`src/rtl/bic_pkg.sv`:
```
package bic_pkg;

   // Register window layout within one bank
   localparam int unsigned SRC_PER_BANK = 32;
   localparam int unsigned OFF_W        = 6;

   localparam logic [OFF_W-1:0] OFF_SOURCE   = 6'h00;
   localparam logic [OFF_W-1:0] OFF_MASK     = 6'h04;
   localparam logic [OFF_W-1:0] OFF_MASK_SET = 6'h08;
   localparam logic [OFF_W-1:0] OFF_MASK_CLR = 6'h0C;
   localparam logic [OFF_W-1:0] OFF_PENDING  = 6'h10;

   localparam logic [31:0] POISON_WORD = 32'hDEAD_BEEF;
   localparam logic [31:0] ALL_ONES    = 32'hFFFF_FFFF;

   // Request kinds carried in req_type
   typedef enum logic [1:0] {
      REQ_LINE  = 2'd0,
      REQ_READ  = 2'd1,
      REQ_WRITE = 2'd2
   } req_kind_type;

   // Read data source
   typedef enum logic [1:0] {
      RD_SOURCE,
      RD_MASK,
      RD_PENDING,
      RD_POISON
   } rd_sel_type;

   // Decoded command for one request
   typedef struct packed {
      logic       line_op;
      logic       line_level;
      logic       line_bank;
      logic [31:0] line_bit;
      logic       is_read;
      rd_sel_type rd_sel;
      logic       addr_bank;
      logic       mask_set;
      logic       mask_clr;
   } bic_cmd_type;

endpackage

```
`src/rtl/bic_req_if.sv`:
```
interface bic_req_if;
   logic        valid;
   logic        ready;
   logic [1:0]  req_type;
   logic [5:0]  line_number;
   logic        line_level;
   logic [5:0]  reg_address;
   logic [31:0] write_value;

   modport source (
      output valid, req_type, line_number, line_level, reg_address, write_value,
      input  ready
   );

   modport sink (
      input  valid, req_type, line_number, line_level, reg_address, write_value,
      output ready
   );
endinterface

```
`src/rtl/bic_rsp_if.sv`:
```
interface bic_rsp_if;
   logic        valid;
   logic        ready;
   logic [31:0] read_value;
   logic        irq_out;

   modport source (
      output valid, read_value, irq_out,
      input  ready
   );

   modport sink (
      input  valid, read_value, irq_out,
      output ready
   );
endinterface

```
`src/rtl/bic_decode.sv`:
```
module bic_decode
   import bic_pkg::*;
#(
   parameter int unsigned NUM_BANKS   = 2,
   parameter int unsigned BANK_STRIDE = 32
) (
   input  logic [1:0]  req_type,
   input  logic [5:0]  line_number,
   input  logic        line_level,
   input  logic [5:0]  reg_address,
   output bic_cmd_type cmd
);

   localparam logic [3:0] NUM_BANKS_W = 4'(NUM_BANKS);
   localparam logic [8:0] STRIDE_W    = 9'(BANK_STRIDE);

   logic             addr_hi;
   logic [8:0]       off_wide;
   logic [OFF_W-1:0] offset;
   logic             line_ok;
   logic             addr_ok;

   // Split the byte offset into bank and register; a 6-bit offset spans at most two banks
   assign addr_hi  = {3'b000, reg_address} >= STRIDE_W;
   assign off_wide = {3'b000, reg_address} - (addr_hi ? STRIDE_W : 9'd0);
   assign offset   = off_wide[OFF_W-1:0];
   assign addr_ok  = {3'b000, addr_hi} < NUM_BANKS_W;

   // Line number: upper bit picks the bank, low five bits the source
   assign line_ok = {3'b000, line_number[5]} < NUM_BANKS_W;

   always_comb begin
      cmd            = '0;
      cmd.rd_sel     = RD_POISON;
      cmd.line_level = line_level;
      cmd.line_bank  = line_number[5];
      cmd.line_bit   = 32'd1 << line_number[4:0];
      cmd.addr_bank  = addr_hi;
      case (req_type)
         REQ_LINE: begin
            cmd.line_op = line_ok;
         end
         REQ_READ: begin
            cmd.is_read = 1'b1;
            if (addr_ok) begin
               if (offset == OFF_SOURCE) begin
                  cmd.rd_sel = RD_SOURCE;
               end else if (offset == OFF_MASK) begin
                  cmd.rd_sel = RD_MASK;
               end else if (offset == OFF_PENDING) begin
                  cmd.rd_sel = RD_PENDING;
               end
            end
         end
         REQ_WRITE: begin
            cmd.mask_set = addr_ok && (offset == OFF_MASK_SET);
            cmd.mask_clr = addr_ok && (offset == OFF_MASK_CLR);
         end
         default: begin
            cmd.line_op = 1'b0;
         end
      endcase
   end

endmodule

```
`src/rtl/banked_interrupt_controller_unit.sv`:
```
// Banked interrupt controller: NUM_BANKS banks of 32 sources, each with a
// level word and a mask word (mask resets to all ones, so every source starts
// masked). A request is a line change, a bus read or a mask set/clear write;
// each request produces exactly one response carrying the read data (zero for
// non-reads, 0xDEADBEEF for unknown offsets or banks) and the summary irq_out
// as it stands after that request. One request is accepted every cycle while
// the response is not stalled; a request passes from the input register through
// one pass of decode, bank update and pending OR into the response register.
// A stalled response holds the pipe but the input register still takes a
// request when it is free. No clearing pass after reset.
module banked_interrupt_controller_unit
   import bic_pkg::*;
#(
   parameter int unsigned NUM_BANKS   = 2,
   parameter int unsigned BANK_STRIDE = 32
) (
   input  logic       clock,
   input  logic       reset,
   bic_req_if.sink    req_if,
   bic_rsp_if.source  rsp_if
);

   // Input register
   logic        s1_valid_ff;
   logic [1:0]  s1_type_ff;
   logic [5:0]  s1_line_ff;
   logic        s1_level_ff;
   logic [5:0]  s1_addr_ff;
   logic [31:0] s1_data_ff;

   // Response register
   logic        rsp_valid_ff;
   logic [31:0] rsp_value_ff;
   logic [31:0] rsp_value_in;
   logic        rsp_irq_ff;
   logic        rsp_irq_in;

   // Bank state
   logic [NUM_BANKS-1:0][31:0] src_ff;
   logic [NUM_BANKS-1:0][31:0] src_in;
   logic [NUM_BANKS-1:0][31:0] mask_ff;
   logic [NUM_BANKS-1:0][31:0] mask_in;

   logic        advance;
   logic        s1_take;
   bic_cmd_type cmd;
   logic [31:0] rd_src;
   logic [31:0] rd_mask;
   logic [31:0] pend_now;

   assign advance      = s1_valid_ff && (!rsp_valid_ff || rsp_if.ready);
   assign s1_take      = req_if.valid && req_if.ready;
   assign req_if.ready = !s1_valid_ff || advance;

   // Capture a request on transfer
   always_ff @(posedge clock) begin
      if (reset) begin
         s1_valid_ff <= 1'b0;
      end else if (s1_take) begin
         s1_valid_ff <= 1'b1;
      end else if (advance) begin
         s1_valid_ff <= 1'b0;
      end
   end

   always_ff @(posedge clock) begin
      if (s1_take) begin
         s1_type_ff  <= req_if.req_type;
         s1_line_ff  <= req_if.line_number;
         s1_level_ff <= req_if.line_level;
         s1_addr_ff  <= req_if.reg_address;
         s1_data_ff  <= req_if.write_value;
      end
   end

   bic_decode #(
      .NUM_BANKS   (NUM_BANKS),
      .BANK_STRIDE (BANK_STRIDE)
   ) u_decode (
      .req_type    (s1_type_ff),
      .line_number (s1_line_ff),
      .line_level  (s1_level_ff),
      .reg_address (s1_addr_ff),
      .cmd         (cmd)
   );

   // Next bank state, read mux and summary OR
   always_comb begin
      rd_src     = '0;
      rd_mask    = '0;
      pend_now   = '0;
      rsp_irq_in = 1'b0;
      for (int b = 0; b < NUM_BANKS; b++) begin
         src_in[b]  = src_ff[b];
         mask_in[b] = mask_ff[b];
         if (cmd.line_op && ({31'd0, cmd.line_bank} == 32'(b))) begin
            if (cmd.line_level) begin
               src_in[b] = src_ff[b] | cmd.line_bit;
            end else begin
               src_in[b] = src_ff[b] & ~cmd.line_bit;
            end
         end
         if ({31'd0, cmd.addr_bank} == 32'(b)) begin
            if (cmd.mask_set) begin
               mask_in[b] = mask_ff[b] | s1_data_ff;
            end else if (cmd.mask_clr) begin
               mask_in[b] = mask_ff[b] & ~s1_data_ff;
            end
            rd_src  = src_ff[b];
            rd_mask = mask_ff[b];
         end
         pend_now   = pend_now | (src_ff[b] & ~mask_ff[b]);
         rsp_irq_in = rsp_irq_in | (|(src_in[b] & ~mask_in[b]));
      end

      rsp_value_in = '0;
      if (cmd.is_read) begin
         case (cmd.rd_sel)
            RD_SOURCE:  rsp_value_in = rd_src;
            RD_MASK:    rsp_value_in = rd_mask;
            RD_PENDING: rsp_value_in = rd_src & ~rd_mask;
            default:    rsp_value_in = POISON_WORD;
         endcase
      end
   end

   // Commit bank state as the request moves into the response register
   always_ff @(posedge clock) begin
      if (reset) begin
         for (int b = 0; b < NUM_BANKS; b++) begin
            src_ff[b]  <= '0;
            mask_ff[b] <= ALL_ONES;
         end
      end else if (advance) begin
         src_ff  <= src_in;
         mask_ff <= mask_in;
      end
   end

   // Hold the response until its transfer
   always_ff @(posedge clock) begin
      if (reset) begin
         rsp_valid_ff <= 1'b0;
      end else if (advance) begin
         rsp_valid_ff <= 1'b1;
      end else if (rsp_if.ready) begin
         rsp_valid_ff <= 1'b0;
      end
   end

   always_ff @(posedge clock) begin
      if (advance) begin
         rsp_value_ff <= rsp_value_in;
         rsp_irq_ff   <= rsp_irq_in;
      end
   end

   assign rsp_if.valid      = rsp_valid_ff;
   assign rsp_if.read_value = rsp_value_ff;
   assign rsp_if.irq_out    = rsp_irq_ff;

`ifndef SYNTHESIS
   // Summary in the response matches the committed bank state
   a_irq_tracks_state: assert property (@(posedge clock) disable iff (reset)
      rsp_valid_ff |-> (rsp_irq_ff == (|pend_now)))
      else $error("irq_out does not match committed pending state");

   // Line changes leave the masks alone
   a_line_keeps_mask: assert property (@(posedge clock) disable iff (reset)
      (advance && cmd.line_op) |=> $stable(mask_ff))
      else $error("line change altered a mask word");

   // Reads change no state
   a_read_no_side_effect: assert property (@(posedge clock) disable iff (reset)
      (advance && cmd.is_read) |=> ($stable(src_ff) && $stable(mask_ff)))
      else $error("bus read altered bank state");

   // Non-read responses carry zero data
   a_nonread_zero: assert property (@(posedge clock) disable iff (reset)
      (advance && !cmd.is_read) |=> (rsp_value_ff == 32'd0))
      else $error("non-read response carries data");
`endif

endmodule
```
`src/flat_wrapper.sv`:
```
// flat-port wrapper written by rule: the top's interface ports become plain ports
module banked_interrupt_controller_unit_flat import bic_pkg::*;
#(
   parameter int unsigned NUM_BANKS   = 2,
   parameter int unsigned BANK_STRIDE = 32
)
  (clock, reset, req_if_valid, req_if_req_type, req_if_line_number, req_if_line_level, req_if_reg_address, req_if_write_value, req_if_ready, rsp_if_valid, rsp_if_read_value, rsp_if_irq_out, rsp_if_ready);
  bic_req_if req_if_i ();
  bic_rsp_if rsp_if_i ();
  input  logic clock;
  input  logic reset;
  input wire logic [$bits(req_if_i.valid)-1:0] req_if_valid;
  input wire logic [$bits(req_if_i.req_type)-1:0] req_if_req_type;
  input wire logic [$bits(req_if_i.line_number)-1:0] req_if_line_number;
  input wire logic [$bits(req_if_i.line_level)-1:0] req_if_line_level;
  input wire logic [$bits(req_if_i.reg_address)-1:0] req_if_reg_address;
  input wire logic [$bits(req_if_i.write_value)-1:0] req_if_write_value;
  output wire logic [$bits(req_if_i.ready)-1:0] req_if_ready;
  output wire logic [$bits(rsp_if_i.valid)-1:0] rsp_if_valid;
  output wire logic [$bits(rsp_if_i.read_value)-1:0] rsp_if_read_value;
  output wire logic [$bits(rsp_if_i.irq_out)-1:0] rsp_if_irq_out;
  input wire logic [$bits(rsp_if_i.ready)-1:0] rsp_if_ready;
  assign req_if_i.valid = req_if_valid;
  assign req_if_i.req_type = req_if_req_type;
  assign req_if_i.line_number = req_if_line_number;
  assign req_if_i.line_level = req_if_line_level;
  assign req_if_i.reg_address = req_if_reg_address;
  assign req_if_i.write_value = req_if_write_value;
  assign req_if_ready = req_if_i.ready;
  assign rsp_if_valid = rsp_if_i.valid;
  assign rsp_if_read_value = rsp_if_i.read_value;
  assign rsp_if_irq_out = rsp_if_i.irq_out;
  assign rsp_if_i.ready = rsp_if_ready;
  banked_interrupt_controller_unit #(.NUM_BANKS(NUM_BANKS), .BANK_STRIDE(BANK_STRIDE)) u_core (.clock(clock), .reset(reset), .req_if(req_if_i), .rsp_if(rsp_if_i));
endmodule
```
`config.mk`:
```
export PLATFORM = sky130hd
export DESIGN_NAME = banked_interrupt_controller_unit_flat
export DESIGN_NICKNAME = d
export VERILOG_FILES = /design/src/rtl/bic_pkg.sv /design/src/rtl/bic_req_if.sv /design/src/rtl/bic_rsp_if.sv /design/src/rtl/bic_decode.sv /design/src/rtl/banked_interrupt_controller_unit.sv /design/src/flat_wrapper.sv
export SDC_FILE = /design/constraint.sdc
export NUM_CORES = 1
export LEC_CHECK = 0
export BUFFER_PORTS_ARGS = -buffer_cell sky130_fd_sc_hd__buf_2
export CAP_MARGIN = 20
export CORE_ASPECT_RATIO = 2
export CORE_MARGIN = 2
export CORE_UTILIZATION = 30
export DETAILED_ROUTE_END_ITERATION = 8
export SLEW_MARGIN = 0
export SYNTH_ARGS = -nofsm -noshare
export SYNTH_HDL_FRONTEND = slang
export SYNTH_SLANG_ARGS = --single-unit
```
`constraint.sdc`:
```
create_clock -name clock -period 3.64 [get_ports clock]
set_clock_uncertainty 0.2 [all_clocks]
set_input_delay 0.546 -clock clock [delete_from_list [all_inputs] [get_ports clock]]
set_output_delay 0.546 -clock clock [all_outputs]
set_load 0.01 [all_outputs]
```
==> flow_metrics.tcl <==
set metrics [dict create \
    synth_nets 1403 \
    io_pins 86 \
    grt_pass1_vias 11600 \
    grt_max_degree 59 \
    synth_area_sq_um 12100 \
    wl_per_cell_um 25.6 \
    vdd_drop_max_uv 352 \
    ys_seq_area_frac 0.414 \
    syn_to_final_growth_pct 20.0 \
    dieHeight_um 288 \
    finalCritPeriodShare 0.974 \
    overflow 0 \
    whs_ns 0.0171 \
    vias 11900 \
    fillers 4074 \
    cp-start-kind "flop" \
    yosysUniqueCellTypes 57 \
    max_clock_freq_mhz 282 \
    fin_nets 1501 \
    end_kind "flop" \
    die_x_um 146 \
    power.density_nw_per_um2 369 \
    cts.reportedPaths.clkPinSlew_ns 0.07 \
    status "complete, no violations" \
    period_minus_slack_ns 3.54 \
    setup_slack_ns 0.0956 \
    muxShareOfSynthArea 0.0904 \
    viasPerCell 5.98 \
    slowest_stage "nor4bb_1" \
    cp_max_fo 15 \
    grtUsageTotal 0.239 \
    die_area_sq_um 42000 \
    syn_inst 1352 \
    antenna_found_initial 0 \
    layout_common_cells "157 x nand2_1, 130 x dfxtp_1, 121 x a21oi_1" \
    post-cts-setup-buffers 0 \
    tritoncts "done" \
    drt-total-wl_um 51200 \
    cp_data_arrival_time_ns 3.75 \
    total_power_w 0.00535 \
    cp.buffers_inverters 2 \
    cts_made_buffers 22 \
    timing.critical_path.cells "buf_4, nor4bb_1, buf_12, a21oi_1, nor4_1, nor4_1, nand4_1, or4_1" \
    synthFlopType "dfxtp_1" \
    clkLatencyLatePin_ns 0.53 \
    crit_family "simple AND/OR/NAND/NOR gates" \
    final_common_cell "nand2_1" \
    leakagePower_nw 4.97 \
    drtIter0Drc 1160 \
    place.gp.congestion 1.05 \
    synth_xor_area_frac 0 \
    clockBufferDepth 3 \
    slew_viol_final 0 \
    final_hold_viol_count 0 \
    grt_setup_unrepaired "false" \
    grt_pass1_wl_um 75800 \
    drt_pre_antenna_iters 5 \
    drc 0 \
    syn_avg_cell_area_sq_um 8.94 \
    yosys_warnings 0 \
    synth_top_family_by_area "simple AND/OR/NAND/NOR gates" \
    core_sq_um 39900 \
    ys_seq_elements 210 \
    hp-class "input port to flop" \
    hpwl_um 37500 \
    row_count 104 \
    insertedDiodeCount 0 \
    post-place-ws_ns 0.0660 \
    drive_gt1_frac 0.183 \
    clock-root-buffer "clkbuf_16" \
    maxCapViolCount 0 \
    cp.required_ns 3.85 \
    finalSetupTns_ns 0 \
    synthSimpleGateAreaFrac 0.230 \
    setup_viol 0 \
    synth_edf_count 80 \
    synth_adder_area_share 0 \
    cp_common_cell "nor4_1" \
    max_slew_margin 0.285 \
    io_buffers 85 \
    tightest_slew_ns 1.06 \
    synth_compound_area_frac 0.213 \
    fin_util 0.363 \
    cts.sinks 210 \
    worstSetupPathType "flop to flop" \
    slowest_delay_ns 0.90 \
    async_flop_share 0 \
    final_antenna_net_count 0 \
    cts.htree.levels 1 \
    floorplan.initialDensity 0.303 \
]
[cell families after synthesis]
kind of cell | after synthesis
AO/OA/AOI/OAI | 373
multiplexers | 105
AND/OR/NAND/NOR | 513
buffers and inverters | 151
flip-flops | 210
[power breakdown]
group | switching (W) | internal, W | total (W)
logic | 0.000379 | 0.000186 | 0.000565
clock network | 0.000981 | 0.00124 | 0.00222
registers | 0.0000654 | 0.00250 | 0.00257
[synth_stat cells, types with 4 or more instances]
master / number / area (sq um)
dfxtp_1: 130 / 2600
nand4_1: 13 / 81.3
o21ai_0: 26 / 130
and2_1: 4 / 25.0
o211ai_1: 33 / 248
or4_1: 17 / 128
nor3_1: 54 / 270
a221oi_1: 4 / 35.0
inv_1: 5 / 18.8
or4b_2: 9 / 90.1
nand2b_1: 5 / 31.3
a211oi_1: 18 / 135
nor4_1: 103 / 644
clkbuf_1: 119 / 447
nand4b_1: 5 / 43.8
a311o_1: 31 / 310
buf_6: 9 / 101
edfxtp_1: 80 / 2400
or3_1: 6 / 37.5
and4b_1: 5 / 50.1
buf_1: 8 / 30.0
nor4bb_1: 8 / 80.1
a41o_1: 7 / 70.1
a41oi_1: 4 / 35.0
nor2b_1: 5 / 31.3
mux2i_1: 72 / 721
a31oi_1: 8 / 50.1
mux2_2: 33 / 372
nand2_1: 157 / 589
a21boi_0: 32 / 240
a21oi_1: 121 / 606
nor2_1: 64 / 240
o31a_1: 39 / 342
nand4bb_1: 6 / 67.6
o22ai_1: 33 / 206
nor4b_1: 9 / 78.8
buf_2: 8 / 40.0
nand3_1: 29 / 145
[per-stage QoR]
step | cell area, sq um | std cells
after CTS | 14500 | 1996
final | 14500 | 1996
after detailed placement | 13400 | 1912
after global routing | 14500 | 1996
after floorplan | 12100 | 1352
after global placement | 13400 | 1912
[cell type report]
type | instances | area, sq um | area share
repair buffers | 218 | 1640 | 0.113
flip-flops and latches | 210 | 5000 | 0.345
clock inverters | 8 | 45.0 | 0.00311
well taps | 530 | 663 | 0.0457
multi-input cells | 991 | 6480 | 0.447
inverters | 7 | 26.3 | 0.00181
clock buffers | 32 | 649 | 0.0448
[timing repair]
| item | CTS | global route |
|---|---|---|
| gates resized for setup | 0 | 1 |
| endpoints found under the hold margin | 44 | 0 |
| hold buffers | 44 | 0 |
| setup endpoints to repair | 0 | 1 |
[routing by layer]
| metal | track usage | part of all wire | up-vias |
|---|---|---|---|
| met4 | 0.169 | 0.078 | 0 |
| met1 | 0.274 | 0.38 | 5729 |
| met5 | 0 | 0 | - |
| met3 | 0.0265 | 0.057 | 167 |
| li1 | - | - | 5452 |
| met2 | 0.412 | 0.49 | 589 |
[flip-flops by register name (all words and copies together) (netlist names)]
register,cells
u_core.s1_addr_ff,6
u_core.s1_data_ff,32
u_core.s1_line_ff,6
u_core.s1_type_ff,2
u_core.rsp_if.irq_out,1
u_core.src_ff,64
u_core.rsp_if.valid,1
u_core.s1_valid_ff,1
u_core.rsp_if.read_value,32
u_core.mask_ff,64
u_core.s1_level_ff,1
[worst paths after layout]
path | from | to | slack, ns | depth (start not counted)
worst max-delay path | u_core.s1_type_ff[1] | u_core.rsp_if.irq_out | 0.1 | 8
worst max register to register | u_core.s1_type_ff[1] | u_core.rsp_if.irq_out | 0.1 | 8
worst min-delay path | req_if_line_number[4] | u_core.s1_line_ff[4] | 0.02 | 1
worst min register to register | u_core.src_ff[30] | u_core.src_ff[30] | 0.28 | 2
No activity file was read; power rests on OpenSTA's default activity.
